## src/design/block_stats_min_max_mean_dev_assert.svh

```systemverilog
// Assertion helpers shared by the statistics block.
`ifndef BLOCK_STATS_MIN_MAX_MEAN_DEV_ASSERT_SVH
`define BLOCK_STATS_MIN_MAX_MEAN_DEV_ASSERT_SVH
`ifndef SYNTHESIS
`define BSMM_ASSERT(lbl, clk, rst, prop) \
   lbl: assert property (@(posedge clk) disable iff (rst) prop) \
      else $error("assertion failed");
`define BSMM_ASSERT_NEVER(lbl, clk, rst, cond) \
   lbl: assert property (@(posedge clk) disable iff (rst) !(cond)) \
      else $error("forbidden condition seen");
`else
`define BSMM_ASSERT(lbl, clk, rst, prop)
`define BSMM_ASSERT_NEVER(lbl, clk, rst, cond)
`endif
`endif

```

## src/design/bsmm_pkg.sv

```systemverilog
`default_nettype none
package bsmm_pkg;
   localparam int unsigned DEPTH      = 1024;
   localparam int unsigned ADDR_W     = $clog2(DEPTH);
   localparam int unsigned CNT_W      = ADDR_W + 1;
   localparam int unsigned SAMPLE_W   = 32;
   localparam int unsigned SUM_W      = SAMPLE_W + ADDR_W;
   localparam int unsigned DEV_W      = SAMPLE_W + 1 + ADDR_W;
   localparam int unsigned STEP_W     = $clog2(DEV_W + 1);

   typedef struct packed {
      logic signed [SAMPLE_W-1:0] min_value;
      logic signed [SAMPLE_W-1:0] max_value;
      logic signed [SUM_W-1:0]    sum;
      logic [CNT_W-1:0]           count;
      logic                       overflow;
   } job_type;

   typedef struct packed {
      logic                en;
      logic [ADDR_W-1:0]   addr;
      logic [SAMPLE_W-1:0] data;
   } store_wr_type;

   typedef enum logic [2:0] {
      BACK_IDLE,
      BACK_MEAN,
      BACK_PASS,
      BACK_DEV,
      BACK_OUT
   } back_state_type;
endpackage
`default_nettype wire

```

## src/design/bsmm_queue.sv

```systemverilog
`default_nettype none
module bsmm_queue (
   input  wire logic              clock,
   input  wire logic              reset,
   input  wire logic              push,
   input  bsmm_pkg::job_type      push_job,
   input  wire logic              pop,
   output bsmm_pkg::job_type      head,
   output logic                   empty,
   output logic                   full
);
   bsmm_pkg::job_type slot_ff [2];
   logic              wr_ptr_ff, rd_ptr_ff;
   logic [1:0]        fill_ff;

   assign head  = slot_ff[rd_ptr_ff];
   assign empty = fill_ff == 2'd0;
   assign full  = fill_ff == 2'd2;

   always_ff @(posedge clock) begin
      if (push && !full) begin
         slot_ff[wr_ptr_ff] <= push_job;
      end
   end

   always_ff @(posedge clock) begin
      if (reset) begin
         wr_ptr_ff <= 1'b0;
         rd_ptr_ff <= 1'b0;
         fill_ff   <= 2'd0;
      end else begin
         if (push && !full) begin
            wr_ptr_ff <= !wr_ptr_ff;
         end
         if (pop && !empty) begin
            rd_ptr_ff <= !rd_ptr_ff;
         end
         case ({push && !full, pop && !empty})
            2'b10:   fill_ff <= fill_ff + 2'd1;
            2'b01:   fill_ff <= fill_ff - 2'd1;
            default: fill_ff <= fill_ff;
         endcase
      end
   end
endmodule
`default_nettype wire

```

## config.mk

```make
export PLATFORM = sky130hd
export DESIGN_NAME = bsmm_queue
export DESIGN_NICKNAME = d
export VERILOG_FILES = /design/src/design/block_stats_min_max_mean_dev_assert.svh /design/src/design/bsmm_pkg.sv /design/src/design/bsmm_queue.sv
export SDC_FILE = /design/constraint.sdc
export NUM_CORES = 1
export LEC_CHECK = 0
export BUFFER_PORTS_ARGS = -buffer_cell sky130_fd_sc_hd__buf_2
export CAP_MARGIN = 20
export CORE_ASPECT_RATIO = 1.2
export CORE_UTILIZATION = 52
export DETAILED_ROUTE_END_ITERATION = 8
export PLACE_DENSITY = 0.79
export SKIP_LAST_GASP = 1
export SYNTH_ARGS = -nofsm -noshare
export SYNTH_HDL_FRONTEND = slang
export SYNTH_SLANG_ARGS = --single-unit
```

## constraint.sdc

```tcl
create_clock -name clock -period 4.31 [get_ports clock]
set_input_delay 0 -clock clock [delete_from_list [all_inputs] [get_ports clock]]
set_output_delay 0 -clock clock [all_outputs]
set_load 0.02 [all_outputs]
```

==> insert_results.sql <==
INSERT INTO impl_metrics (metric_group, metric, value, unit) VALUES
('outcome', 'status', 'completed', ''),
('final_layout', 'fillCellCount', '950', ''),
('routing', 'dr.first_iter.drc_count', '235', ''),
('hold_path', 'hp-start', 'push_job[16]', ''),
('worst_setup_path', 'critical_path_required', '4.31', 'ns'),
('final_layout', 'area_delta_synth_final', '38.87', '%'),
('synthesis', 'mappedNetlistNets', '516', ''),
('place', 'detailedPlace.worstSlack', '1.927', 'ns'),
('routing', 'routed_via_density', '4.979', ''),
('floorplanning', 'design.die.area', '17290', 'um2'),
('global_route', 'grt_max_degree', '73', ''),
('floorplanning', 'die-width', '120.2', 'um'),
('synthesis', 'postSynthRegisterBits', '241', ''),
('sta', 'rsz_0062_raised_after_global_routing', 'no', ''),
('synthesis', 'synth_top_cell_by_area', 'sky130_fd_sc_hd__edfxtp_1', ''),
('floorplanning', 'std_cell_rows', '51', ''),
('global_route', 'use_met3', '4.167', '%'),
('synthesis', 'number_of_warnings_issued_by_yosys', '0', ''),
('place', 'port-buffer-count', '241', ''),
('sta', 'number_of_hold_slack_violations_in_the_final_timing_report', '0', ''),
('worst_setup_path', 'critical_path.top_delay_family', 'flip-flops', ''),
('global_route', 'grt_pass1_vias', '5262', ''),
('clocking', 'ctsRootBufferMaster', 'sky130_fd_sc_hd__clkbuf_16', ''),
('worst_setup_path', 'regToRegStartpoint', 'fill_ff[0]$_SDFFE_PP0P_', ''),
('clocking', 'htreeDepth', '1', ''),
('power_and_ir_drop', 'switchingPower', '2077', 'uW'),
('clocking', 'post_cts_resized', '0', ''),
('clocking', 'cts_tree', 'built', ''),
('sta', 'worst_pin_slew', '0.9697', 'ns'),
('power_and_ir_drop', 'combPwrFrac', '28.0', '%'),
('global_route', 'groute.layer.met1.usage', '21.81', '%'),
('final_layout', 'final_common_cell', 'sky130_fd_sc_hd__buf_2', ''),
('synthesis', 'syn_avg_cell_area', '22.19', 'um2'),
('power_and_ir_drop', 'vdd_drop_max', '0.0005837', 'V'),
('worst_setup_path', 'end_kind', 'output pin', ''),
('clocking', 'insertion_delay', '0.49', 'ns'),
('sta', 'final-max-slew-violation-count', '0', ''),
('clocking', 'tritoncts_num_sinks', '241', ''),
('power_and_ir_drop', 'p_seq_share', '45.0', '%'),
('routing', 'drtPass1Iterations', '4', ''),
('worst_setup_path', 'timing.critical_path.fanout_max', '72', ''),
('routing', 'drt_drc_violations_left', '0', ''),
('routing', 'ant_nets', '0', ''),
('sta', 'finalClockSkew', '0.008143', 'ns'),
('routing', 'vias', '4974', ''),
('synthesis', 'yosysSeqAreaShare', '82.42', '%'),
('final_layout', 'post_route_cells_drive_above_1_share', '50.83', '%'),
('floorplanning', 'dieHeight', '143.9', 'um'),
('routing', 'drt_wl_total', '17920', 'um'),
('sta', 'min_period_over_period', '59.43', '%'),
('power_and_ir_drop', 'static-leakage-power', '0.004580', 'uW'),
('final_layout', 'net_total_in_the_final_layout', '894', ''),
('final_layout', 'final_core_utilization', '74.13', '%'),
('sta', 'maxClockFrequency', '390.4', 'MHz'),
('synthesis', 'postSynthCellCount', '393', ''),
('global_route', 'global_route.peak_usage_layer', 'met2', ''),
('global_route', 'global_route.overflow_total', '0', ''),
('worst_setup_path', 'cp.buffers_inverters', '2', ''),
('routing', 'post_drt_wl_per_cell', '17.93', 'um'),
('sta', 'totalNegativeSetupSlack', '0', 'ns'),
('clocking', 'path_clk_slew', '0.06', 'ns'),
('sta', 'setup-violations-final', '0', ''),
('global_route', 'globalRouteTotalUtil', '19.99', '%'),
('synthesis', 'synth_area', '8720', 'um2'),
('job', 'maxCapViolCount', '0', ''),
('final_layout', 'layout.cells.most_common_list', 'sky130_fd_sc_hd__buf_2 (241), sky130_fd_sc_hd__edfxtp_1 (236), sky130_fd_sc_hd__dlygate4sd3_1 (122)', ''),
('synthesis', 'ys_types', '19', ''),
('sta', 'layout_setup_ws', '1.748', 'ns'),
('sta', 'slew_headroom', '35.35', '%'),
('global_route', 'antenna_found_initial', '0', ''),
('global_route', 'grt_pass1_wl', '26450', 'um');
==> power by group through the flow <==
stage          clock network, uW  logic [uW]  registers (uW)
6_report                    1880        1950            3140
5_1_grt                     2000        2060            3180
4_1_cts                     1910        1950            3140
3_5_place_dp                   0        1840            3190
3_3_place_gp                   0        1820            3160
2_1_floorplan                  0        1360            3090
==> kinds of logic after synthesis <==
family | after synthesis | synth area share [%]
compound gates | 5 | 0.3157
xor+xnor | 3 | 0.3014
fa+ha+maj | 1 | 0.1435
buf+inv | 16 | 1.048
flops | 241 | 82.42
mux | 118 | 15.24
simple gates | 9 | 0.5309
==> synthesized netlist by cell type <==
cell	count
sky130_fd_sc_hd__edfxtp_1	236
sky130_fd_sc_hd__mux2_2	118
sky130_fd_sc_hd__buf_2	10
sky130_fd_sc_hd__dfxtp_1	5
sky130_fd_sc_hd__nor2_1	4
sky130_fd_sc_hd__a21oi_1	2
sky130_fd_sc_hd__buf_6	2
sky130_fd_sc_hd__inv_1	2
sky130_fd_sc_hd__o21ai_0	2
sky130_fd_sc_hd__or3_1	2
sky130_fd_sc_hd__xnor2_1	2
sky130_fd_sc_hd__and3_1	1
sky130_fd_sc_hd__buf_4	1
sky130_fd_sc_hd__ha_1	1
sky130_fd_sc_hd__inv_2	1
sky130_fd_sc_hd__nand2_1	1
sky130_fd_sc_hd__nand2b_2	1
sky130_fd_sc_hd__o21a_1	1
sky130_fd_sc_hd__xor2_1	1
==> final cells by class <==
class	count	area, um2	area share [%]
Clock buffer	33	653.1	5.394
Clock inverter	7	57.56	0.4753
Inverter	3	13.76	0.1137
Multi-Input combinational cell	136	1446	11.94
Sequential cell	241	7191	59.38
Tap cell	212	265.3	2.191
Timing Repair Buffer	367	2482	20.50
==> flip-flops by register name (all words and copies together) (netlist names), named ones only <==
name	count
slot_ff	236
rd_ptr_ff	1
fill_ff	2
wr_ptr_ff	1
==> path summary, 6_finish.rpt <==
path / endpoint / cells past startpoint / slack [ns]
setup / recovery: head[29] / 3 / 1.75
hold / removal: slot_ff[1][16]$_DFFE_PP_ / 2 / 0.23
setup reg to reg: slot_ff[0][76]$_DFFE_PP_ / 5 / 1.87
hold reg to reg: rd_ptr_ff$_SDFFE_PP0P_ / 2 / 0.53
==> layer usage <==
layer / part of all wire (%) / up-vias / wire, um
met5: 0 / - / 0
met4: 2.3 / 0 / 404
met3: 5.7 / 29 / 1024
met2: 55 / 188 / 9840
met1: 37 / 2445 / 6646
li1: - / 2312 / -
==> repair_timing <==
| action | 4_1_cts | 5_1_grt |
|---|---|---|
| hold buffers | 122 | 0 |
| endpoints found under the hold margin | 241 | 0 |
| setup endpoints to repair | 0 | 0 |
==> worst register-to-register path: cells and delay by family (launching register included) <==
| family | cells | cell delay (ns) |
|---|---|---|
| simple gates | 2 | 0.59 |
| flops | 1 | 0.42 |
| buf+inv | 3 | 1.06 |
==> per-stage QoR <==
| step | instances | cell area, um2 | power [uW] | hold slack (ns) |
|---|---|---|---|---|
| detailed placement | 837 | 10180 | 5031 | 0.1907 |
| floorplan | 393 | 8720 | 4450 | 0.06907 |
| global route | 999 | 12110 | 7234 | 0.2225 |
| CTS | 999 | 12110 | 7006 | 0.2121 |
| global placement | 837 | 10180 | 4981 | 0.1878 |
| finish | 999 | 12110 | 6975 | 0.2334 |
(Power assumes the default switching activity.)
