[config.mk]
export PLATFORM = sky130hd
export DESIGN_NAME = bsmm_front_flat
export DESIGN_NICKNAME = d
export VERILOG_FILES = /design/src/design/block_stats_min_max_mean_dev_assert.svh /design/src/design/bsmm_pkg.sv /design/src/design/bsmm_ifs.sv /design/src/design/bsmm_front.sv /design/src/flat_wrapper.sv
export SDC_FILE = /design/constraint.sdc
export NUM_CORES = 1
export LEC_CHECK = 0
export BUFFER_PORTS_ARGS = -buffer_cell sky130_fd_sc_hd__buf_2
export CAP_MARGIN = 25
export CELL_PAD_IN_SITES_DETAIL_PLACEMENT = 0
export CELL_PAD_IN_SITES_GLOBAL_PLACEMENT = 1
export CORE_MARGIN = 2
export CORE_UTILIZATION = 37
export CTS_CLUSTER_DIAMETER = 200
export CTS_CLUSTER_SIZE = 10
export DETAILED_ROUTE_END_ITERATION = 7
export PLACE_DENSITY = 0.87
export SLEW_MARGIN = 10
export SYNTH_ARGS = -nofsm -noshare
export SYNTH_HDL_FRONTEND = slang
export SYNTH_SLANG_ARGS = --single-unit
[constraint.sdc]
create_clock -name clock -period 2.6 [get_ports clock]
set_input_delay 0.13 -clock clock [delete_from_list [all_inputs] [get_ports clock]]
set_output_delay 0.13 -clock clock [all_outputs]
set_load 0.05 [all_outputs]
[src/design/block_stats_min_max_mean_dev_assert.svh]
// Assertion helpers shared by the statistics block.
`ifndef BLOCK_STATS_MIN_MAX_MEAN_DEV_ASSERT_SVH
`define BLOCK_STATS_MIN_MAX_MEAN_DEV_ASSERT_SVH
`ifndef SYNTHESIS
`define BSMM_ASSERT(lbl, clk, rst, prop) \
   lbl: assert property (@(posedge clk) disable iff (rst) prop) \
      else $error("assertion failed");
`define BSMM_ASSERT_NEVER(lbl, clk, rst, cond) \
   lbl: assert property (@(posedge clk) disable iff (rst) !(cond)) \
      else $error("forbidden condition seen");
`else
`define BSMM_ASSERT(lbl, clk, rst, prop)
`define BSMM_ASSERT_NEVER(lbl, clk, rst, cond)
`endif
`endif

[src/design/bsmm_pkg.sv]
`default_nettype none
package bsmm_pkg;
   localparam int unsigned DEPTH      = 1024;
   localparam int unsigned ADDR_W     = $clog2(DEPTH);
   localparam int unsigned CNT_W      = ADDR_W + 1;
   localparam int unsigned SAMPLE_W   = 32;
   localparam int unsigned SUM_W      = SAMPLE_W + ADDR_W;
   localparam int unsigned DEV_W      = SAMPLE_W + 1 + ADDR_W;
   localparam int unsigned STEP_W     = $clog2(DEV_W + 1);

   typedef struct packed {
      logic signed [SAMPLE_W-1:0] min_value;
      logic signed [SAMPLE_W-1:0] max_value;
      logic signed [SUM_W-1:0]    sum;
      logic [CNT_W-1:0]           count;
      logic                       overflow;
   } job_type;

   typedef struct packed {
      logic                en;
      logic [ADDR_W-1:0]   addr;
      logic [SAMPLE_W-1:0] data;
   } store_wr_type;

   typedef enum logic [2:0] {
      BACK_IDLE,
      BACK_MEAN,
      BACK_PASS,
      BACK_DEV,
      BACK_OUT
   } back_state_type;
endpackage
`default_nettype wire

[src/design/bsmm_ifs.sv]
`default_nettype none
interface bsmm_req_if;
   logic                               valid;
   logic                               ready;
   logic signed [bsmm_pkg::SAMPLE_W-1:0] sample;
   logic                               last;
   modport source (output valid, output sample, output last, input ready);
   modport sink (input valid, input sample, input last, output ready);
endinterface

`default_nettype wire

[src/design/bsmm_front.sv]
`default_nettype none
module bsmm_front (
   input  wire logic                  clock,
   input  wire logic                  reset,
   bsmm_req_if.sink                   req_chan,
   input  wire logic                  q_full,
   input  wire logic                  release_i,
   output bsmm_pkg::job_type          push_job,
   output logic                       push_valid,
   output bsmm_pkg::store_wr_type     store_wr
);
   logic [bsmm_pkg::CNT_W-1:0]           count_ff, count_in;
   logic signed [bsmm_pkg::SAMPLE_W-1:0] min_ff, min_in, max_ff, max_in, x;
   logic signed [bsmm_pkg::SUM_W-1:0]    sum_ff, sum_in;
   logic                                 drop_ff, drop_in, closed_ff;
   logic                                 accept, room, first;

   assign req_chan.ready = !closed_ff && !q_full;
   assign accept = req_chan.valid && req_chan.ready;
   assign x      = req_chan.sample;

   always_comb begin
      room     = count_ff < bsmm_pkg::CNT_W'(bsmm_pkg::DEPTH);
      first    = count_ff == '0;
      count_in = count_ff;
      min_in   = min_ff;
      max_in   = max_ff;
      sum_in   = sum_ff;
      drop_in  = drop_ff;
      if (room) begin
         count_in = count_ff + 1'b1;
         min_in   = (first || x < min_ff) ? x : min_ff;
         max_in   = (first || x > max_ff) ? x : max_ff;
         sum_in   = sum_ff + {{(bsmm_pkg::SUM_W-bsmm_pkg::SAMPLE_W){x[bsmm_pkg::SAMPLE_W-1]}}, x};
      end else begin
         drop_in = 1'b1;
      end
      push_job.min_value = min_in;
      push_job.max_value = max_in;
      push_job.sum       = sum_in;
      push_job.count     = count_in;
      push_job.overflow  = drop_in;
      push_valid         = accept && req_chan.last;
      store_wr.en        = accept && room;
      store_wr.addr      = count_ff[bsmm_pkg::ADDR_W-1:0];
      store_wr.data      = x;
   end

   always_ff @(posedge clock) begin
      if (reset) begin
         count_ff  <= '0;
         min_ff    <= '0;
         max_ff    <= '0;
         sum_ff    <= '0;
         drop_ff   <= 1'b0;
         closed_ff <= 1'b0;
      end else begin
         if (accept) begin
            if (req_chan.last) begin
               // The set is closed; the store stays locked until the back end has read it.
               count_ff  <= '0;
               min_ff    <= '0;
               max_ff    <= '0;
               sum_ff    <= '0;
               drop_ff   <= 1'b0;
               closed_ff <= 1'b1;
            end else begin
               count_ff <= count_in;
               min_ff   <= min_in;
               max_ff   <= max_in;
               sum_ff   <= sum_in;
               drop_ff  <= drop_in;
            end
         end
         if (release_i) begin
            closed_ff <= 1'b0;
         end
      end
   end
endmodule
`default_nettype wire

[src/flat_wrapper.sv]
// flat-port wrapper written by rule: the top's interface ports become plain ports
module bsmm_front_flat 
  (clock, reset, q_full, release_i, push_job, push_valid, store_wr, req_chan_valid, req_chan_sample, req_chan_last, req_chan_ready);
  bsmm_req_if req_chan_i ();
  input  wire logic clock;
  input  wire logic reset;
  input  wire logic q_full;
  input  wire logic release_i;
  output bsmm_pkg::job_type push_job;
  output logic push_valid;
  output bsmm_pkg::store_wr_type store_wr;
  input wire logic [$bits(req_chan_i.valid)-1:0] req_chan_valid;
  input wire logic [$bits(req_chan_i.sample)-1:0] req_chan_sample;
  input wire logic [$bits(req_chan_i.last)-1:0] req_chan_last;
  output wire logic [$bits(req_chan_i.ready)-1:0] req_chan_ready;
  assign req_chan_i.valid = req_chan_valid;
  assign req_chan_i.sample = req_chan_sample;
  assign req_chan_i.last = req_chan_last;
  assign req_chan_ready = req_chan_i.ready;
  bsmm_front u_core (.clock(clock), .reset(reset), .req_chan(req_chan_i), .q_full(q_full), .release_i(release_i), .push_job(push_job), .push_valid(push_valid), .store_wr(store_wr));
endmodule
==> flow_metrics.py, run 1 <==
metrics = {
    "critical_path": {
        "critPathLaunchType": "register",
        "critical_path_class": "reg2out",
        "arrival_ps": 3370,
        "crit_fanout": 3,
        "required_ps": 2470,
        "crit_path_end_kind": "output pin",
        "reg2reg_slack_ps": -520,
    },
    "timing": {
        "hold_ws_ps": 63.61,
        "drv_slew": 0,
        "finalCriticalPeriod_ps": 3495,
        "rsz0062_at_grt": "true",
        "fmax_mhz": 286.1,
        "min_period_over_period": 1.344,
        "finalSetupViolations": 184,
        "hold_viol_final": 0,
        "slew_headroom": 0.5927,
        "layout_setup_ws_ps": -895.1,
        "clock_skew_ps": 25.02,
        "tightest_slew_ps": 609.4,
    },
    "route": {
        "drc_errors": 0,
        "wl_per_cell_um": 20.28,
        "first_pass_iters": 5,
        "wirelength_um": 41630,
        "avgViaCountPerCell": 5.640,
        "vias": 11580,
        "first_iter_violations": 770,
        "drtAntennaViolNets": 0,
    },
    "floorplanning": {
        "ioPinCount": 201,
        "die_width_um": 164.8,
        "die_y_um": 164.8,
        "initial_utilization": 0.3787,
        "die-area_mm2": 0.02715,
        "core_area_mm2": 0.02525,
        "rows": 58,
    },
    "place": {
        "port_buffers": 200,
        "dp_hpwl_um": 25170,
        "dp_cells": 1940,
        "gp_congestion": 0.8827,
    },
    "clocking": {
        "cts_buffers": 17,
        "clock_latency_ps": 440,
        "path_clk_slew_ps": 60,
        "clock-sinks": 119,
        "clock_path_buffers": 2,
        "cts_tree": "yes",
        "htreeDepth": 4,
        "root_buffer": "clkbuf_16",
    },
    "grt": {
        "grt_pass1_vias": 11410,
        "grt.overflow.total": 0,
        "grt_max_degree": 85,
        "track_usage": 0.2884,
        "grt_pass1_wl_um": 60830,
        "antenna_found_initial": 1,
    },
    "synth": {
        "synth-main-ff-cell": "dfxtp_1",
        "synth_area_leader_cell": "dfxtp_1",
        "yosys.area.top_type_share": 0.2491,
        "synthTopCellsByArea": "dfxtp_1 (25%), ha_1 (14%), a22o_1 (5.9%), o21ai_0 (5.4%), nand2_1 (4.7%)",
        "syn_area_mm2": 0.009563,
        "async_flop_share": 0,
        "synthesis.nets": 1353,
        "syn_inst": 1208,
        "synth_warnings": 0,
        "synth_seq_cells": 119,
        "ys_types": 66,
        "syn_area_per_cell_um2": 7.916,
        "synth-edff-count": 0,
        "yosysSeqAreaShare": 0.2491,
    },
    "hold_path": {
        "hp-class": "in2reg",
    },
    "cells_and_area": {
        "nets": 1855,
        "utilization": 0.6950,
        "mostFrequentLayoutCells": "buf_4 (307), buf_6 (111), buf_2 (99), dfxtp_1 (90), nand2_1 (83)",
        "diodes": 0,
        "area_growth_syn_to_layout_pct": 83.53,
        "finalNonFillerCells": 2053,
        "layout-drive-gt1-share": 0.5508,
        "layout_commonest_cell": "buf_4",
    },
    "power_and_ir_drop": {
        "vdd_drop_max_mv": 0.3615,
        "power_density_mw_per_mm2": 434.3,
        "p_leak_nw": 7.841,
    },
    "run": {
        "cap_violations": 0,
    },
    "outcome": {
        "violations": "negative setup slack",
        "status": "finished with violations",
    },
}
==> power by group <==
| group | internal, W | leakage [nW] | switching (W) |
|---|---|---|---|
| combinational | 0.00136 | 6.58 | 0.00181 |
| sequential | 0.00188 | 0.980 | 0.0000434 |
| clock | 0.00152 | 0.283 | 0.00101 |
| total | 0.00476 | 7.84 | 0.00287 |
==> routing by layer <==
metal / GRT usage / routed length, µm / up-vias
met3: 0.05374 / 2700 / 118
met4: 0.1091 / 1413 / 2
met2: 0.4956 / 20560 / 488
li1: - / - / 5349
met1: 0.3581 / 16940 / 5622
met5: 0 / 11 / -
==> layout make-up <==
class | count | area [µm²]
Sequential cell | 119 | 2424
Fill cell | 1783 | 7704
Clock inverter | 14 | 175.2
Clock buffer | 18 | 429.2
Timing Repair Buffer | 582 | 5264
Multi-Input combinational cell | 902 | 8516
Inverter | 88 | 330.3
Tap cell | 330 | 412.9
==> state kept, by name (all words and copies together), names as in the netlist <==
name,flops
u_core.closed_ff,1
u_core.count_ff,11
u_core.drop_ff,1
u_core.max_ff,32
u_core.min_ff,32
u_core.sum_ff,42
==> cells in the mapped netlist, types with 5 or more instances <==
master,count
nand4_1,23
nor2b_1,10
a21oi_1,63
nor2_1,85
o21bai_1,11
a22oi_1,21
buf_2,8
o31ai_1,6
a22o_1,64
clkbuf_1,47
nand2b_1,5
mux2_2,32
xnor2_1,28
o21ai_0,103
nor4_1,6
nor3_1,12
a2bb2oi_1,6
nand2_1,119
a21o_1,49
inv_1,87
xor2_1,12
a31oi_1,12
o21a_1,11
a211oi_1,11
o211ai_1,6
and2_1,10
or3_1,8
ha_1,106
dfxtp_1,119
buf_4,43
nand3_1,21
==> worst paths after layout <==
check,depth (start not counted),from,end
hold reg to reg,2,u_core.sum_ff[37]$_SDFFE_PP0P_,u_core.sum_ff[37]$_SDFFE_PP0P_
hold / removal,2,req_chan_sample[22],u_core.max_ff[22]$_SDFFE_PP0P_
setup / recovery,11,u_core.sum_ff[9]$_SDFFE_PP0P_,push_job[48]
setup reg to reg,18,u_core.min_ff[21]$_SDFFE_PP0P_,u_core.min_ff[21]$_SDFFE_PP0P_
==> kinds of logic (layout without fill, tap and decap cells) <==
group           count (synthesis)  count (layout)  share of synthesized area
simple gates                  313             316                     0.1494
mux                            34              34                    0.03978
flops                         119             119                     0.2491
fa+ha+maj                     107             107                     0.1408
compound gates                405             405                     0.2894
xor+xnor                       40              40                    0.03664
buf+inv                       190             702                    0.09486
==> critical path, cell delays in order (launching register included) <==
cell       delay [ps]
dfxtp_2           350
ha_4              200
a2111oi_2         410
o21ai_1           160
a211o_1           320
a21oi_4           200
o21ai_2            80
and4_4            180
o41a_1            330
or3_4             350
a31o_4            240
buf_8             140
==> what timing repair did <==
item,4_1_cts,5_1_grt
endpoints found under the hold margin,1,0
endpoints found under the setup margin,187,193
setup buffers,54,36
resized for setup,401,147
hold buffers,1,0
cloned,18,0
pin swaps,100,73
==> per-stage QoR <==
stage / setup TNS [ps] / cell area (µm²) / power, W / worst slack, ps
after floorplan: -6241 / 10680 / 0.003596 / -228.6
after global placement: -46670 / 13960 / 0.004386 / -495.8
after detailed placement: -52080 / 13960 / 0.004423 / -530.8
after CTS: -80790 / 16900 / 0.007406 / -908.8
after global routing: -108490 / 17550 / 0.007860 / -979.1
final: -93380 / 17550 / 0.007622 / -895.1
No activity file was read; power rests on OpenSTA's default activity.
==> inputs of run 2 (changes only) <==
GPL_TIMING_DRIVEN = 0   (was default)
==> run 2 against run 1 <==
  * Maximum frequency down 1.4%
  * Via count fell by 9.2%
  * The flow still finishes with violations (negative setup slack)
  * Non-clock buffer count fell by 173
  * Critical endpoint unchanged
  * Clock skew decreased by 12 ps
  * Worst setup slack lost 50 ps
  * Wire length fell by 14%
  * Cell area is 9.7% lower
  * Final cell count shrank 8.6%
==> flow_metrics.py, run 2 (same netlist as run 1, synthesis figures left out) <==
metrics = {
    "power_and_ir_drop": {
        "vdd_drop_max_mv": 0.3513,
        "p_leak_nw": 6.832,
        "power_density_mw_per_mm2": 452.0,
    },
    "grt": {
        "grt.overflow.total": 0,
        "antenna_found_initial": 0,
        "track_usage": 0.2560,
        "grt_max_degree": 20,
        "grt_pass1_wl_um": 54410,
        "grt_pass1_vias": 10310,
    },
    "cells_and_area": {
        "finalNonFillerCells": 1876,
        "fill_cells": 2038,
        "mostFrequentLayoutCells": "buf_6 (122), buf_4 (105), buf_2 (102), nand2_1 (91), dfxtp_1 (83)",
        "area_growth_syn_to_layout_pct": 65.67,
        "multi_input_area_mm2": 0.008454,
        "layout_commonest_cell": "buf_6",
        "nets": 1679,
        "top_register": "u_core.sum_ff",
        "largest_reg_flops": 42,
        "stdcell_area_mm2": 0.01584,
        "top_regs": "u_core.sum_ff x42, u_core.max_ff x32, u_core.min_ff x32",
        "ff_latch_area_mm2": 0.002432,
        "layout-drive-gt1-share": 0.4806,
        "diodes": 0,
    },
    "critical_path": {
        "arrival_ps": 3420,
        "crit_path_end_kind": "output pin",
        "crit_fanout": 5,
        "critical_path_class": "reg2out",
        "critPathLaunchType": "register",
        "required_ps": 2470,
    },
    "timing": {
        "finalCriticalPeriod_ps": 3545,
        "drv_slew": 0,
        "hold_viol_final": 0,
        "finalSetupViolations": 189,
        "tightest_slew_ps": 1085,
        "min_period_over_period": 1.364,
        "hold_ws_ps": 101.1,
        "fmax_mhz": 282.1,
        "layout_setup_ws_ps": -945.2,
        "slew_headroom": 0.2766,
        "rsz0062_at_grt": "true",
        "clock_skew_ps": 12.96,
    },
    "floorplanning": {
        "rows": 58,
        "ioPinCount": 201,
        "die_y_um": 164.8,
        "die_width_um": 164.8,
        "core_area_mm2": 0.02525,
        "initial_utilization": 0.3787,
        "die-area_mm2": 0.02715,
    },
    "route": {
        "drtAntennaViolNets": 0,
        "first_iter_violations": 695,
        "drc_errors": 0,
        "vias": 10520,
        "wirelength_um": 36000,
        "avgViaCountPerCell": 5.605,
        "first_pass_iters": 5,
        "wl_per_cell_um": 19.19,
    },
    "clocking": {
        "clock_path_buffers": 2,
        "clock-sinks": 119,
        "cts_buffers": 17,
        "cts_tree": "yes",
        "path_clk_slew_ps": 60,
        "root_buffer": "clkbuf_16",
        "htreeDepth": 4,
        "clock_latency_ps": 430,
    },
    "place": {
        "dp_hpwl_um": 24320,
        "placed_area_mm2": 0.01209,
        "port_buffers": 200,
        "dp_cells": 1738,
        "place_ws_ps": -1190,
        "gp_congestion": 0.8935,
    },
    "run": {
        "cap_violations": 0,
    },
    "outcome": {
        "status": "finished with violations",
        "violations": "negative setup slack",
    },
    "hold_path": {
        "hp-class": "in2reg",
    },
}
-- run 2: what timing repair did --
action / in CTS / in global routing
gates resized for setup: 439 / 149
hold endpoints to repair: 1 / 0
hold buffers: 1 / 0
setup buffers: 79 / 35
endpoints found under the setup margin: 194 / 194
pin swaps: 85 / 90
gates cloned: 10 / 1
-- run 2: critical path, stage by stage (launching register included) --
cell and delay, ps:
dfxtp_4 370, ha_4 270, a21o_1 160, a21o_1 160, a21oi_2 200, a21oi_2 100, or3_4 410, and4_4 190
o41a_1 330, or3_4 390, a31o_4 250, buf_8 150
-- run 2: worst paths after layout --
kind | to | depth (start not counted) | start | slack, ps
hold / removal | u_core.min_ff[13]$_SDFFE_PP0P_ | 2 | req_chan_sample[13] | 100
hold reg to reg | u_core.sum_ff[28]$_SDFFE_PP0P_ | 2 | u_core.sum_ff[28]$_SDFFE_PP0P_ | 470
setup reg to reg | u_core.max_ff[15]$_SDFFE_PP0P_ | 12 | u_core.max_ff[27]$_SDFFE_PP0P_ | -500
setup / recovery | push_job[48] | 11 | u_core.sum_ff[15]$_SDFFE_PP0P_ | -950
-- run 2: metal layers --
metal  track usage  share of wire  vias to the layer above
met2        0.4273           0.48                      345
met3       0.05148          0.058                       57
li1              -              -                     4983
met5             0              0                        -
met1        0.3307           0.44                     5130
met4       0.08340          0.024                        0
-- run 2: area by class of cell --
cell class              count  share of cell area
plain buffers              93             0.04675
well taps                 330             0.02606
inverters                  88             0.02101
clock buffers              18             0.02709
clock inverters            13            0.009951
flip-flops and latches    119              0.1535
multi-input cells         899              0.5336
repair buffers            316              0.1820
-- run 2: through the flow --
step	utilization	TNS (ps)	power [W]
6_report	0.6273	-102250	0.007161
5_1_grt	0.6273	-118100	0.007425
4_1_cts	0.5969	-76250	0.007002
3_5_place_dp	0.4789	-123730	0.004104
3_3_place_gp	0.4789	-119690	0.004079
2_1_floorplan	-	-6241	0.003596
-- run 2: report_power, final --
part / switching, W / leakage [nW] / internal [W]
Combinational: 0.00168 / 5.57 / 0.00111
Sequential: 0.0000523 / 0.983 / 0.00188
Clock: 0.000933 / 0.278 / 0.00149
